<file path="src/rtl/sls_pkg.sv">
`default_nettype none
// ---------------------------------------------------------------------------
// sls_pkg
// Shared constants and types for the sample log sorter with statistics.
// ---------------------------------------------------------------------------
package sls_pkg;

   // Batch capacity and field widths
   localparam int MAX_SAMPLES = 32;
   localparam int CNT_W       = $clog2(MAX_SAMPLES + 1);
   localparam int VALUE_W     = 8;
   localparam int RANK_W      = 6;
   localparam int BELOW_W     = 7;
   localparam int SUM_W       = 14;

   localparam logic signed [VALUE_W-1:0] THRESH_RESET = 8'sd34;

   // Control sequencer states
   typedef enum logic {
      ST_LOAD,
      ST_DRAIN
   } state_type;

   // Contents of one sorting cell
   typedef struct packed {
      logic                      valid;
      logic signed [VALUE_W-1:0] value;
   } cell_data_type;

   // Command broadcast to every cell
   typedef struct packed {
      logic                      insert;
      logic                      shift;
      logic signed [VALUE_W-1:0] sample;
   } cell_cmd_type;

endpackage : sls_pkg
`default_nettype wire

</file>
<file path="src/rtl/sls_req_if.sv">
`default_nettype none
// ---------------------------------------------------------------------------
// sls_req_if
// Sample input channel: one sample per transaction, last marks batch end.
// ---------------------------------------------------------------------------
interface sls_req_if;
   logic                               valid;
   logic                               ready;
   logic signed [sls_pkg::VALUE_W-1:0] sample;
   logic                               last;

   modport source (output valid, output sample, output last, input ready);
   modport sink   (input valid, input sample, input last, output ready);
endinterface : sls_req_if
`default_nettype wire

</file>
<file path="src/rtl/sls_rsp_if.sv">
`default_nettype none
// ---------------------------------------------------------------------------
// sls_rsp_if
// Sorted result channel: one sorted value with batch statistics per
// transaction.
// ---------------------------------------------------------------------------
interface sls_rsp_if;
   logic                               valid;
   logic                               ready;
   logic signed [sls_pkg::VALUE_W-1:0] sorted_value;
   logic        [sls_pkg::RANK_W-1:0]  rank;
   logic                               final_res;
   logic        [sls_pkg::BELOW_W-1:0] below_count;
   logic signed [sls_pkg::SUM_W-1:0]   batch_sum;

   modport source (output valid, output sorted_value, output rank, output final_res,
                   output below_count, output batch_sum, input ready);
   modport sink   (input valid, input sorted_value, input rank, input final_res,
                   input below_count, input batch_sum, output ready);
endinterface : sls_rsp_if
`default_nettype wire

</file>
<file path="src/rtl/sls_csr_if.sv">
`default_nettype none
// ---------------------------------------------------------------------------
// sls_csr_if
// Configuration write channel carrying the low threshold register.
// ---------------------------------------------------------------------------
interface sls_csr_if;
   logic                               valid;
   logic                               ready;
   logic signed [sls_pkg::VALUE_W-1:0] low_threshold;

   modport source (output valid, output low_threshold, input ready);
   modport sink   (input valid, input low_threshold, output ready);
endinterface : sls_csr_if
`default_nettype wire

</file>
<file path="src/rtl/sls_cell.sv">
`default_nettype none
// ---------------------------------------------------------------------------
// sls_cell
// One insertion sort cell: keeps, takes the new sample, takes its left
// neighbor on insert, or takes its right neighbor when the chain drains.
// ---------------------------------------------------------------------------
module sls_cell (
   input  wire logic                   clock,
   input  wire logic                   reset,
   input  wire sls_pkg::cell_cmd_type  cmd,
   input  wire logic                   prev_le,    // left neighbor <= sample
   input  wire sls_pkg::cell_data_type prev_data,
   input  wire sls_pkg::cell_data_type next_data,
   output      sls_pkg::cell_data_type data,
   output      logic                   gt          // empty or greater than sample
);

   logic                               valid_ff, valid_in;
   logic signed [sls_pkg::VALUE_W-1:0] value_ff, value_in;

   // Empty cells sit at the tail, so gt is monotonic along the chain
   assign gt   = !valid_ff || (value_ff > cmd.sample);
   assign data = '{valid: valid_ff, value: value_ff};

   // Next cell contents
   always_comb begin
      valid_in = valid_ff;
      value_in = value_ff;
      if (cmd.insert) begin
         if (gt) begin
            if (prev_le) begin
               valid_in = 1'b1;
               value_in = cmd.sample;
            end else begin
               valid_in = prev_data.valid;
               value_in = prev_data.value;
            end
         end
      end else if (cmd.shift) begin
         valid_in = next_data.valid;
         value_in = next_data.value;
      end
   end

   always_ff @(posedge clock) begin
      if (reset) begin
         valid_ff <= 1'b0;
      end else begin
         valid_ff <= valid_in;
      end
      value_ff <= value_in;
   end

endmodule : sls_cell
`default_nettype wire

</file>
<file path="src/rtl/sample_log_sorter_with_stats.sv">
`default_nettype none
// Loading: one sample transaction per cycle, each written into the cell chain as it is taken.
// Draining: after the last sample the sequencer enters ST_DRAIN and registers cell 0 into the
//   output register; then one result per cycle, paced by the output register and sink ready.
// Samples are not taken while a batch drains; the next batch may start once the final
//   result sits in the output register.
// Reset (synchronous) empties the chain, clears count/sum/below and sets threshold to 34.
// ---------------------------------------------------------------------------
// sample_log_sorter_with_stats
// Insertion sorter over a chain of cells with below-threshold count and batch sum.
// ---------------------------------------------------------------------------
module sample_log_sorter_with_stats (
   input wire logic clock,
   input wire logic reset,
   sls_req_if.sink   req_chan,
   sls_rsp_if.source rsp_chan,
   sls_csr_if.sink   csr_chan
);

   localparam int N = sls_pkg::MAX_SAMPLES;

   sls_pkg::state_type state_ff, state_in;

   logic signed [sls_pkg::VALUE_W-1:0] thresh_ff;
   logic        [sls_pkg::CNT_W-1:0]   count_ff, count_in;
   logic        [sls_pkg::CNT_W-1:0]   rank_ff, rank_in;
   logic        [sls_pkg::BELOW_W-1:0] below_ff, below_in;
   logic signed [sls_pkg::SUM_W-1:0]   sum_ff, sum_in;

   logic                               rsp_valid_ff;
   logic signed [sls_pkg::VALUE_W-1:0] rsp_value_ff;
   logic        [sls_pkg::RANK_W-1:0]  rsp_rank_ff;
   logic                               rsp_final_ff;
   logic        [sls_pkg::BELOW_W-1:0] rsp_below_ff;
   logic signed [sls_pkg::SUM_W-1:0]   rsp_sum_ff;

   logic req_ready, req_take, store_ok, emit, emit_final;

   sls_pkg::cell_cmd_type  cmd;
   sls_pkg::cell_data_type cell_data [N];
   logic                   cell_gt   [N];

   // Threshold register, always writable
   assign csr_chan.ready = 1'b1;

   always_ff @(posedge clock) begin
      if (reset) begin
         thresh_ff <= sls_pkg::THRESH_RESET;
      end else if (csr_chan.valid) begin
         thresh_ff <= csr_chan.low_threshold;
      end
   end

   // Handshake qualifiers
   assign req_ready      = (state_ff == sls_pkg::ST_LOAD);
   assign req_chan.ready = req_ready;
   assign req_take       = req_chan.valid && req_ready;
   assign store_ok       = (count_ff < sls_pkg::CNT_W'(N));
   assign emit_final     = (sls_pkg::CNT_W'(rank_ff + 1'b1) == count_ff);

   // Next state
   always_comb begin
      state_in = state_ff;
      case (state_ff)
         sls_pkg::ST_LOAD: begin
            if (req_take && req_chan.last) state_in = sls_pkg::ST_DRAIN;
         end
         sls_pkg::ST_DRAIN: begin
            if (emit && emit_final) state_in = sls_pkg::ST_LOAD;
         end
         default: state_in = sls_pkg::ST_LOAD;
      endcase
   end

   // State outputs
   always_comb begin
      emit = 1'b0;
      case (state_ff)
         sls_pkg::ST_LOAD:  emit = 1'b0;
         sls_pkg::ST_DRAIN: emit = !rsp_valid_ff || rsp_chan.ready;
         default:           emit = 1'b0;
      endcase
   end

   // Cell chain command
   assign cmd = '{insert: req_take && store_ok, shift: emit, sample: req_chan.sample};

   // Sorting chain
   for (genvar i = 0; i < N; i++) begin : g_cell
      sls_pkg::cell_data_type prev_d, next_d;
      logic                   prev_le;

      if (i == 0) begin : g_head
         assign prev_le = 1'b1;
         assign prev_d  = '0;
      end else begin : g_body
         assign prev_le = !cell_gt[i-1];
         assign prev_d  = cell_data[i-1];
      end

      if (i == N - 1) begin : g_tail
         assign next_d = '0;
      end else begin : g_link
         assign next_d = cell_data[i+1];
      end

      sls_cell u_cell (
         .clock     (clock),
         .reset     (reset),
         .cmd       (cmd),
         .prev_le   (prev_le),
         .prev_data (prev_d),
         .next_data (next_d),
         .data      (cell_data[i]),
         .gt        (cell_gt[i])
      );
   end

   // Batch statistics and rank counter
   always_comb begin
      count_in = count_ff;
      below_in = below_ff;
      sum_in   = sum_ff;
      rank_in  = rank_ff;
      if (cmd.insert) begin
         count_in = count_ff + 1'b1;
         sum_in   = sum_ff + sls_pkg::SUM_W'(req_chan.sample);
         if (req_chan.sample < thresh_ff) below_in = below_ff + 1'b1;
      end
      if (emit) begin
         if (emit_final) begin
            count_in = '0;
            below_in = '0;
            sum_in   = '0;
            rank_in  = '0;
         end else begin
            rank_in = rank_ff + 1'b1;
         end
      end
   end

   always_ff @(posedge clock) begin
      if (reset) begin
         state_ff <= sls_pkg::ST_LOAD;
         count_ff <= '0;
         below_ff <= '0;
         sum_ff   <= '0;
         rank_ff  <= '0;
      end else begin
         state_ff <= state_in;
         count_ff <= count_in;
         below_ff <= below_in;
         sum_ff   <= sum_in;
         rank_ff  <= rank_in;
      end
   end

   // Output register
   always_ff @(posedge clock) begin
      if (reset) begin
         rsp_valid_ff <= 1'b0;
      end else if (emit) begin
         rsp_valid_ff <= 1'b1;
      end else if (rsp_chan.ready) begin
         rsp_valid_ff <= 1'b0;
      end
      if (emit) begin
         rsp_value_ff <= cell_data[0].value;
         rsp_rank_ff  <= sls_pkg::RANK_W'(rank_ff);
         rsp_final_ff <= emit_final;
         rsp_below_ff <= below_ff;
         rsp_sum_ff   <= sum_ff;
      end
   end

   assign rsp_chan.valid        = rsp_valid_ff;
   assign rsp_chan.sorted_value = rsp_value_ff;
   assign rsp_chan.rank         = rsp_rank_ff;
   assign rsp_chan.final_res    = rsp_final_ff;
   assign rsp_chan.below_count  = rsp_below_ff;
   assign rsp_chan.batch_sum    = rsp_sum_ff;

endmodule : sample_log_sorter_with_stats
`default_nettype wire
</file>
<file path="src/flat_wrapper.sv">
// flat-port wrapper written by rule: the top's interface ports become plain ports
module sample_log_sorter_with_stats_flat 
  (clock, reset, req_chan_valid, req_chan_sample, req_chan_last, req_chan_ready, rsp_chan_valid, rsp_chan_sorted_value, rsp_chan_rank, rsp_chan_final_res, rsp_chan_below_count, rsp_chan_batch_sum, rsp_chan_ready, csr_chan_valid, csr_chan_low_threshold, csr_chan_ready);
  sls_req_if req_chan_i ();
  sls_rsp_if rsp_chan_i ();
  sls_csr_if csr_chan_i ();
  input wire logic clock;
  input wire logic reset;
  input wire logic [$bits(req_chan_i.valid)-1:0] req_chan_valid;
  input wire logic [$bits(req_chan_i.sample)-1:0] req_chan_sample;
  input wire logic [$bits(req_chan_i.last)-1:0] req_chan_last;
  output wire logic [$bits(req_chan_i.ready)-1:0] req_chan_ready;
  output wire logic [$bits(rsp_chan_i.valid)-1:0] rsp_chan_valid;
  output wire logic [$bits(rsp_chan_i.sorted_value)-1:0] rsp_chan_sorted_value;
  output wire logic [$bits(rsp_chan_i.rank)-1:0] rsp_chan_rank;
  output wire logic [$bits(rsp_chan_i.final_res)-1:0] rsp_chan_final_res;
  output wire logic [$bits(rsp_chan_i.below_count)-1:0] rsp_chan_below_count;
  output wire logic [$bits(rsp_chan_i.batch_sum)-1:0] rsp_chan_batch_sum;
  input wire logic [$bits(rsp_chan_i.ready)-1:0] rsp_chan_ready;
  input wire logic [$bits(csr_chan_i.valid)-1:0] csr_chan_valid;
  input wire logic [$bits(csr_chan_i.low_threshold)-1:0] csr_chan_low_threshold;
  output wire logic [$bits(csr_chan_i.ready)-1:0] csr_chan_ready;
  assign req_chan_i.valid = req_chan_valid;
  assign req_chan_i.sample = req_chan_sample;
  assign req_chan_i.last = req_chan_last;
  assign req_chan_ready = req_chan_i.ready;
  assign rsp_chan_valid = rsp_chan_i.valid;
  assign rsp_chan_sorted_value = rsp_chan_i.sorted_value;
  assign rsp_chan_rank = rsp_chan_i.rank;
  assign rsp_chan_final_res = rsp_chan_i.final_res;
  assign rsp_chan_below_count = rsp_chan_i.below_count;
  assign rsp_chan_batch_sum = rsp_chan_i.batch_sum;
  assign rsp_chan_i.ready = rsp_chan_ready;
  assign csr_chan_i.valid = csr_chan_valid;
  assign csr_chan_i.low_threshold = csr_chan_low_threshold;
  assign csr_chan_ready = csr_chan_i.ready;
  sample_log_sorter_with_stats u_core (.clock(clock), .reset(reset), .req_chan(req_chan_i), .rsp_chan(rsp_chan_i), .csr_chan(csr_chan_i));
endmodule
</file>
<file path="config.mk">
export PLATFORM = sky130hd
export DESIGN_NAME = sample_log_sorter_with_stats_flat
export DESIGN_NICKNAME = d
export VERILOG_FILES = /design/src/rtl/sls_pkg.sv /design/src/rtl/sls_req_if.sv /design/src/rtl/sls_rsp_if.sv /design/src/rtl/sls_csr_if.sv /design/src/rtl/sls_cell.sv /design/src/rtl/sample_log_sorter_with_stats.sv /design/src/flat_wrapper.sv
export SDC_FILE = /design/constraint.sdc
export NUM_CORES = 1
export LEC_CHECK = 0
export ABC_AREA = 0
export BUFFER_PORTS_ARGS = -buffer_cell sky130_fd_sc_hd__buf_2
export CORE_MARGIN = 5
export CORE_UTILIZATION = 40
export CTS_BUF_LIST = sky130_fd_sc_hd__clkbuf_8
export CTS_CLUSTER_DIAMETER = 200
export DETAILED_ROUTE_END_ITERATION = 7
export GPL_ROUTABILITY_DRIVEN = 0
export SLEW_MARGIN = 15
export SYNTH_ARGS = -nofsm -noshare
export SYNTH_HDL_FRONTEND = slang
export SYNTH_HIERARCHICAL = 1
export SYNTH_SLANG_ARGS = --single-unit
</file>
<file path="constraint.sdc">
create_clock -name clock -period 9.8 [get_ports clock]
set_input_delay 2.94 -clock clock [delete_from_list [all_inputs] [get_ports clock]]
set_output_delay 2.94 -clock clock [all_outputs]
set_load 0.005 [all_outputs]
</file>
* Word-level counts from Yosys, hierarchy flattened *
Cells that the tools add are included.

storage, ports and cells
  bits in registers = 367
  output and inout port bits = 39
  word-level logic and storage cells = 523

cells by class
  add/subtract/negate cells = 4
  magnitude comparators = 34
  equal/unequal tests = 33
  muxes and demuxes = 271
  bitwise operators = 1
  reductions and logical operators = 104

operators by type and width
  operator                                                       number
  8-bit two-way mux                                              127
  8-bit > comparator                                             32
  1-bit two-way mux                                              131
  2-bit != test, second input constant                           32
  2-bit AND reduction                                            32
  14-bit two-way mux                                             3
  1-bit logical NOT                                              33
  1-bit logical OR                                               33
  7-bit two-way mux                                              4
  6-bit two-way mux                                              4
  14-bit by 8-bit adder with 14-bit output                       1
  6-bit by 1-bit adder with 6-bit output, second input constant  2
  8-bit less-than comparator                                     1
  7-bit by 1-bit adder with 7-bit output, second input constant  1
  6-bit == test                                                  1
  6-bit less-than comparator, second input constant              1
  1-bit logical AND                                              4
  1-bit case mux with 2 select lines                             2
  2-bit nonzero test                                             2
  1-bit inverter                                                 1

* Depth between registers and ports, before layout *
  depth in word-level cells = 6
  mapped depth = 12

* Hierarchy *
The synthesis kept the hierarchy.

modules (own cells, without submodules)
  module                                   times used  cells each  area an instance (um^2)  seq. area each (um^2)
  sls_cell (u_core.g_cell[0].u_cell ...)   23          75          694.4                    260.2
  sls_cell (u_core.g_cell[30].u_cell ...)  9           76          725.7                    260.2
  sample_log_sorter_with_stats             1           423         4096.4                   1941.9

* Worst setup path after synthesis *
No wires, ideal clock.

  path type = in2reg
  start point = input req_chan_valid
  end point = register u_core/g_cell[0].u_cell/value_ff[0] (netlist name), enable pin
  library setup time = 0.378 ns
  arrival = 6.055 ns
  data required time = 9.422 ns
  path slack = 3.367 ns
  stages = 6
  cell sequence = or3b_2 inv_1 buf_1 clkbuf_1 nor2_1 a31oi_1

RTL lines
  item                    RTL line           source
  start: declaration      flat_wrapper.sv:9  input wire logic [$bits(req_chan_i.valid)-1:0] req_chan_valid;
  end signal: assignment  sls_cell.sv:51     value_ff <= value_in;
  end: declaration        sls_cell.sv:19     logic signed [sls_pkg::VALUE_W-1:0] value_ff, value_in;

* Final worst setup path *
  start point = input req_chan_valid
  end point = register u_core/g_cell[0].u_cell/value_ff[6] (netlist name), enable pin

between the ends
  longest elaborated chain between the ends = 4

RTL lines
  item                                                           RTL line                            source
  1-bit logical AND (*)                                          sample_log_sorter_with_stats.sv:57  assign req_take = req_chan.valid && req_ready;
  1-bit logical AND (*)                                          sample_log_sorter_with_stats.sv:86  assign cmd = '{insert: req_take && store_ok, shift: emit, sample: req_chan.sample};
  2-bit != test (no line) or 2-bit nonzero test (tied branches)  --
  2-bit AND reduction (no line) (*)                              --

Every way passes the cells marked *; elsewhere a longest branch is shown, timed or not.
A chain may end at the register's enable or synchronous reset.

==> results.ini <==
[yosys]
yosys.cell_types.count = 63
ys_seq_area_share_pct = 38.61
synth.most_common_cell = a21oi_1
yosysWarnings = 6
synth_edf_count = 292
synth.avg_cell_area_um2 = 9.392
yosys.area.top_type_share_pct = 32.96
synth_area_leaders = edfxtp_1 (33%), ha_1 (13%), mux2i_1 (10%), a21oi_1 (7.1%), dfxtp_1 (5.6%)
async_flop_share_pct = 0
ys_ff_latch = 367
synthTopCellsByCount = a21oi_1 (377), nor2_1 (360), inv_1 (339), edfxtp_1 (292), ha_1 (279)
syn_inst = 2832
synth_top_cell_by_area = edfxtp_1
synth_flop_cell = edfxtp_1
syn_area_mm2 = 0.02660

[pwr]
switching_share_pct = 34.69
pwr-share-seq_pct = 44.4
ir_drop_v = 0.00009492
combPwrFrac_pct = 26.9
p_clk_share_pct = 28.7
power.density_mw_per_mm2 = 172.0
total_power_mw = 4.955
cell_internal_pwr_mw = 3.236
p_leak_nw = 12.10
p_sw_mw = 1.719

[sta]
setup_violations = 0
final-hold-violation-count = 0
fmax_ghz = 0.1735
rsz0062_at_grt = false
hold_ws_ps = 463.4
period_needed_ps = 5762
tightest_slew_ps = 1150
skew_ps = 29.08
timing.final.ws_setup_ps = 4038
maxSlewViolCount = 0
slew_headroom_pct = 22.99
fin_setup_tns_ps = 0
fin_crit_sh_pct = 58.80

[place]
hpwl_mm = 45.97
dpl-instance-area_mm2 = 0.02753
dp.cells = 3646
preCtsSetupSlack_ps = 3401
placement.io_buffers = 59

[floorplan]
start_util_pct = 40.39
die_x_um = 267.9
core-area_mm2 = 0.06586
die_h_um = 267.9
ios = 61
num_rows = 94
die_area_mm2 = 0.07175

[worst_setup_path]
cp-end-kind = flop
slowest_delay_ps = 860
crit_arrival_ps = 6030
crit_chain = buf_2 -> or3b_2 -> inv_8 -> buf_4 -> nor2_1 -> a31oi_1
path_delay_family = buffers and inverters
criticalPathCategory = in2reg
crit_fanout = 137
crit_path_start_kind = primary input
crit_buf_inv = 3
cpMaxStageDelayCell = a31oi_1
critPathRequiredTime_ps = 10070

[cts]
numCtsBuffers = 72
cts-root-buf = clkbuf_8
cts.hold.buffers_added = 0
cts_resized = 0
cts.sinks = 367
post-cts-setup-buffers = 0
cts_htree_levels = 3
clk_pin_slew_worst_paths_ps = 50
cts_buffer_depth = 3
clock_latency_ps = 660
cts_tree = yes

[drt]
wl_per_cell_um = 18.04
drtIter0Drc = 1385
ant_nets = 0
wl_mm = 68.13
dr.pass1.iters = 5
drcViolationCount = 0
wl_met1_mm = 30.32
via_count = 20970
top_layer = met4
met3_wirelength_mm = 2.822
met2WireLength_mm = 33.18
viasPerCell = 5.551

[status]
status = completed

[worst_hold_path]
hold_class = reg2reg

[finish]
fin_util_pct = 43.74
finalNonFillerCells = 3777
fin_area_mm2 = 0.02881
drive_above_1_share_pct = 8.554
syn_to_final_growth_pct = 8.302
nNetsFinal = 3158

[global_route]
overflow = 0
first_global_vias = 21460
grt_antenna_before_repair = 2
grt_start_max_net_pins = 146
grt_pass1_wl_mm = 109.4
track_usage_pct = 18.39

[flow_run]
max_cap_viol_count = 0

[per-layer routing]
metal / global-route usage (%) / up-vias
li1: - / 10250
met1: 23.26 / 10110
met2: 32.17 / 473
met3: 3.040 / 140
met4: 6.087 / 0
met5: 0 / -
[cell type report]
cell class / count / area, µm²
diodes: 2 / 5.005
well taps: 864 / 1081
multi-input cells: 2000 / 14430
clock inverters: 54 / 245.2
clock buffers: 75 / 1032
repair buffers: 76 / 465.4
fillers: 6306 / 37060
flip-flops and latches: 367 / 10270
inverters: 339 / 1282
[worst paths after layout]
kind / startpoint / to / slack [ps] / cells after the start
worst max-delay path: req_chan_valid / u_core/g_cell[0].u_cell/value_ff[6] / 4040 / 6
worst min-delay path: u_core/sum_ff[12] / u_core/rsp_chan.batch_sum[12] / 460 / 0
worst max register to register: u_core/state_ff / u_core/g_cell[0].u_cell/value_ff[6] / 6040 / 5
worst min register to register: u_core/sum_ff[12] / u_core/rsp_chan.batch_sum[12] / 460 / 0
[power groups by stage]
stage / clock, mW / sequential, mW / combinational (mW)
2_1_floorplan: 0 / 2.12 / 1.04
3_3_place_gp: 0 / 2.23 / 1.25
3_5_place_dp: 0 / 2.23 / 1.32
4_1_cts: 1.47 / 2.20 / 1.33
5_1_grt: 1.54 / 2.23 / 1.50
6_report: 1.42 / 2.20 / 1.33
[kinds of logic after synthesis]
family          after synthesis  share of synthesized area (%)
xor+xnor                     16                         0.5269
other cells                   2                        0.02823
buf+inv                     483                          7.409
fa+ha+maj                   280                          13.20
mux                         283                          10.86
simple gates                691                          12.39
flops                       367                          38.61
compound gates              710                          16.97
[registers in the layout, summed over array words and instances, names as in the netlist]
signal and cells:
u_core/below_ff 7, u_core/rsp_chan.valid 1, u_core/sum_ff 14, u_core/rsp_chan.sorted_value 8, u_core/rank_ff 6, u_core/thresh_ff 8
u_core/state_ff 1, u_core/rsp_chan.final_res 1, u_core/count_ff 6, u_core/rsp_chan.rank 6, u_core/rsp_chan.below_count 7, u_core/g_cell.u_cell/valid_ff 32
u_core/g_cell.u_cell/value_ff 256, u_core/rsp_chan.batch_sum 14
[cells in the final DEF (no fill, tap or decap), types with 11 or more instances in the layout]
cell      count
nand2_1      95
a21oi_2      23
clkinv_2     11
or3_1        25
a21oi_1     377
inv_1       368
nor3b_1      32
clkbuf_8     75
o211ai_1     27
nand2b_1     11
o21ai_0      54
a2111o_1     23
nand4_1      69
edfxtp_1    292
a211oi_1     28
nor2b_1      51
dfxtp_1      75
a31oi_1      53
a21o_1       39
buf_4        16
ha_1        279
o21bai_1     11
buf_2        57
o22a_1       24
nor2_1      360
conb_1       20
mux2i_1     265
Note: power is estimated with default switching activity, not from simulation.
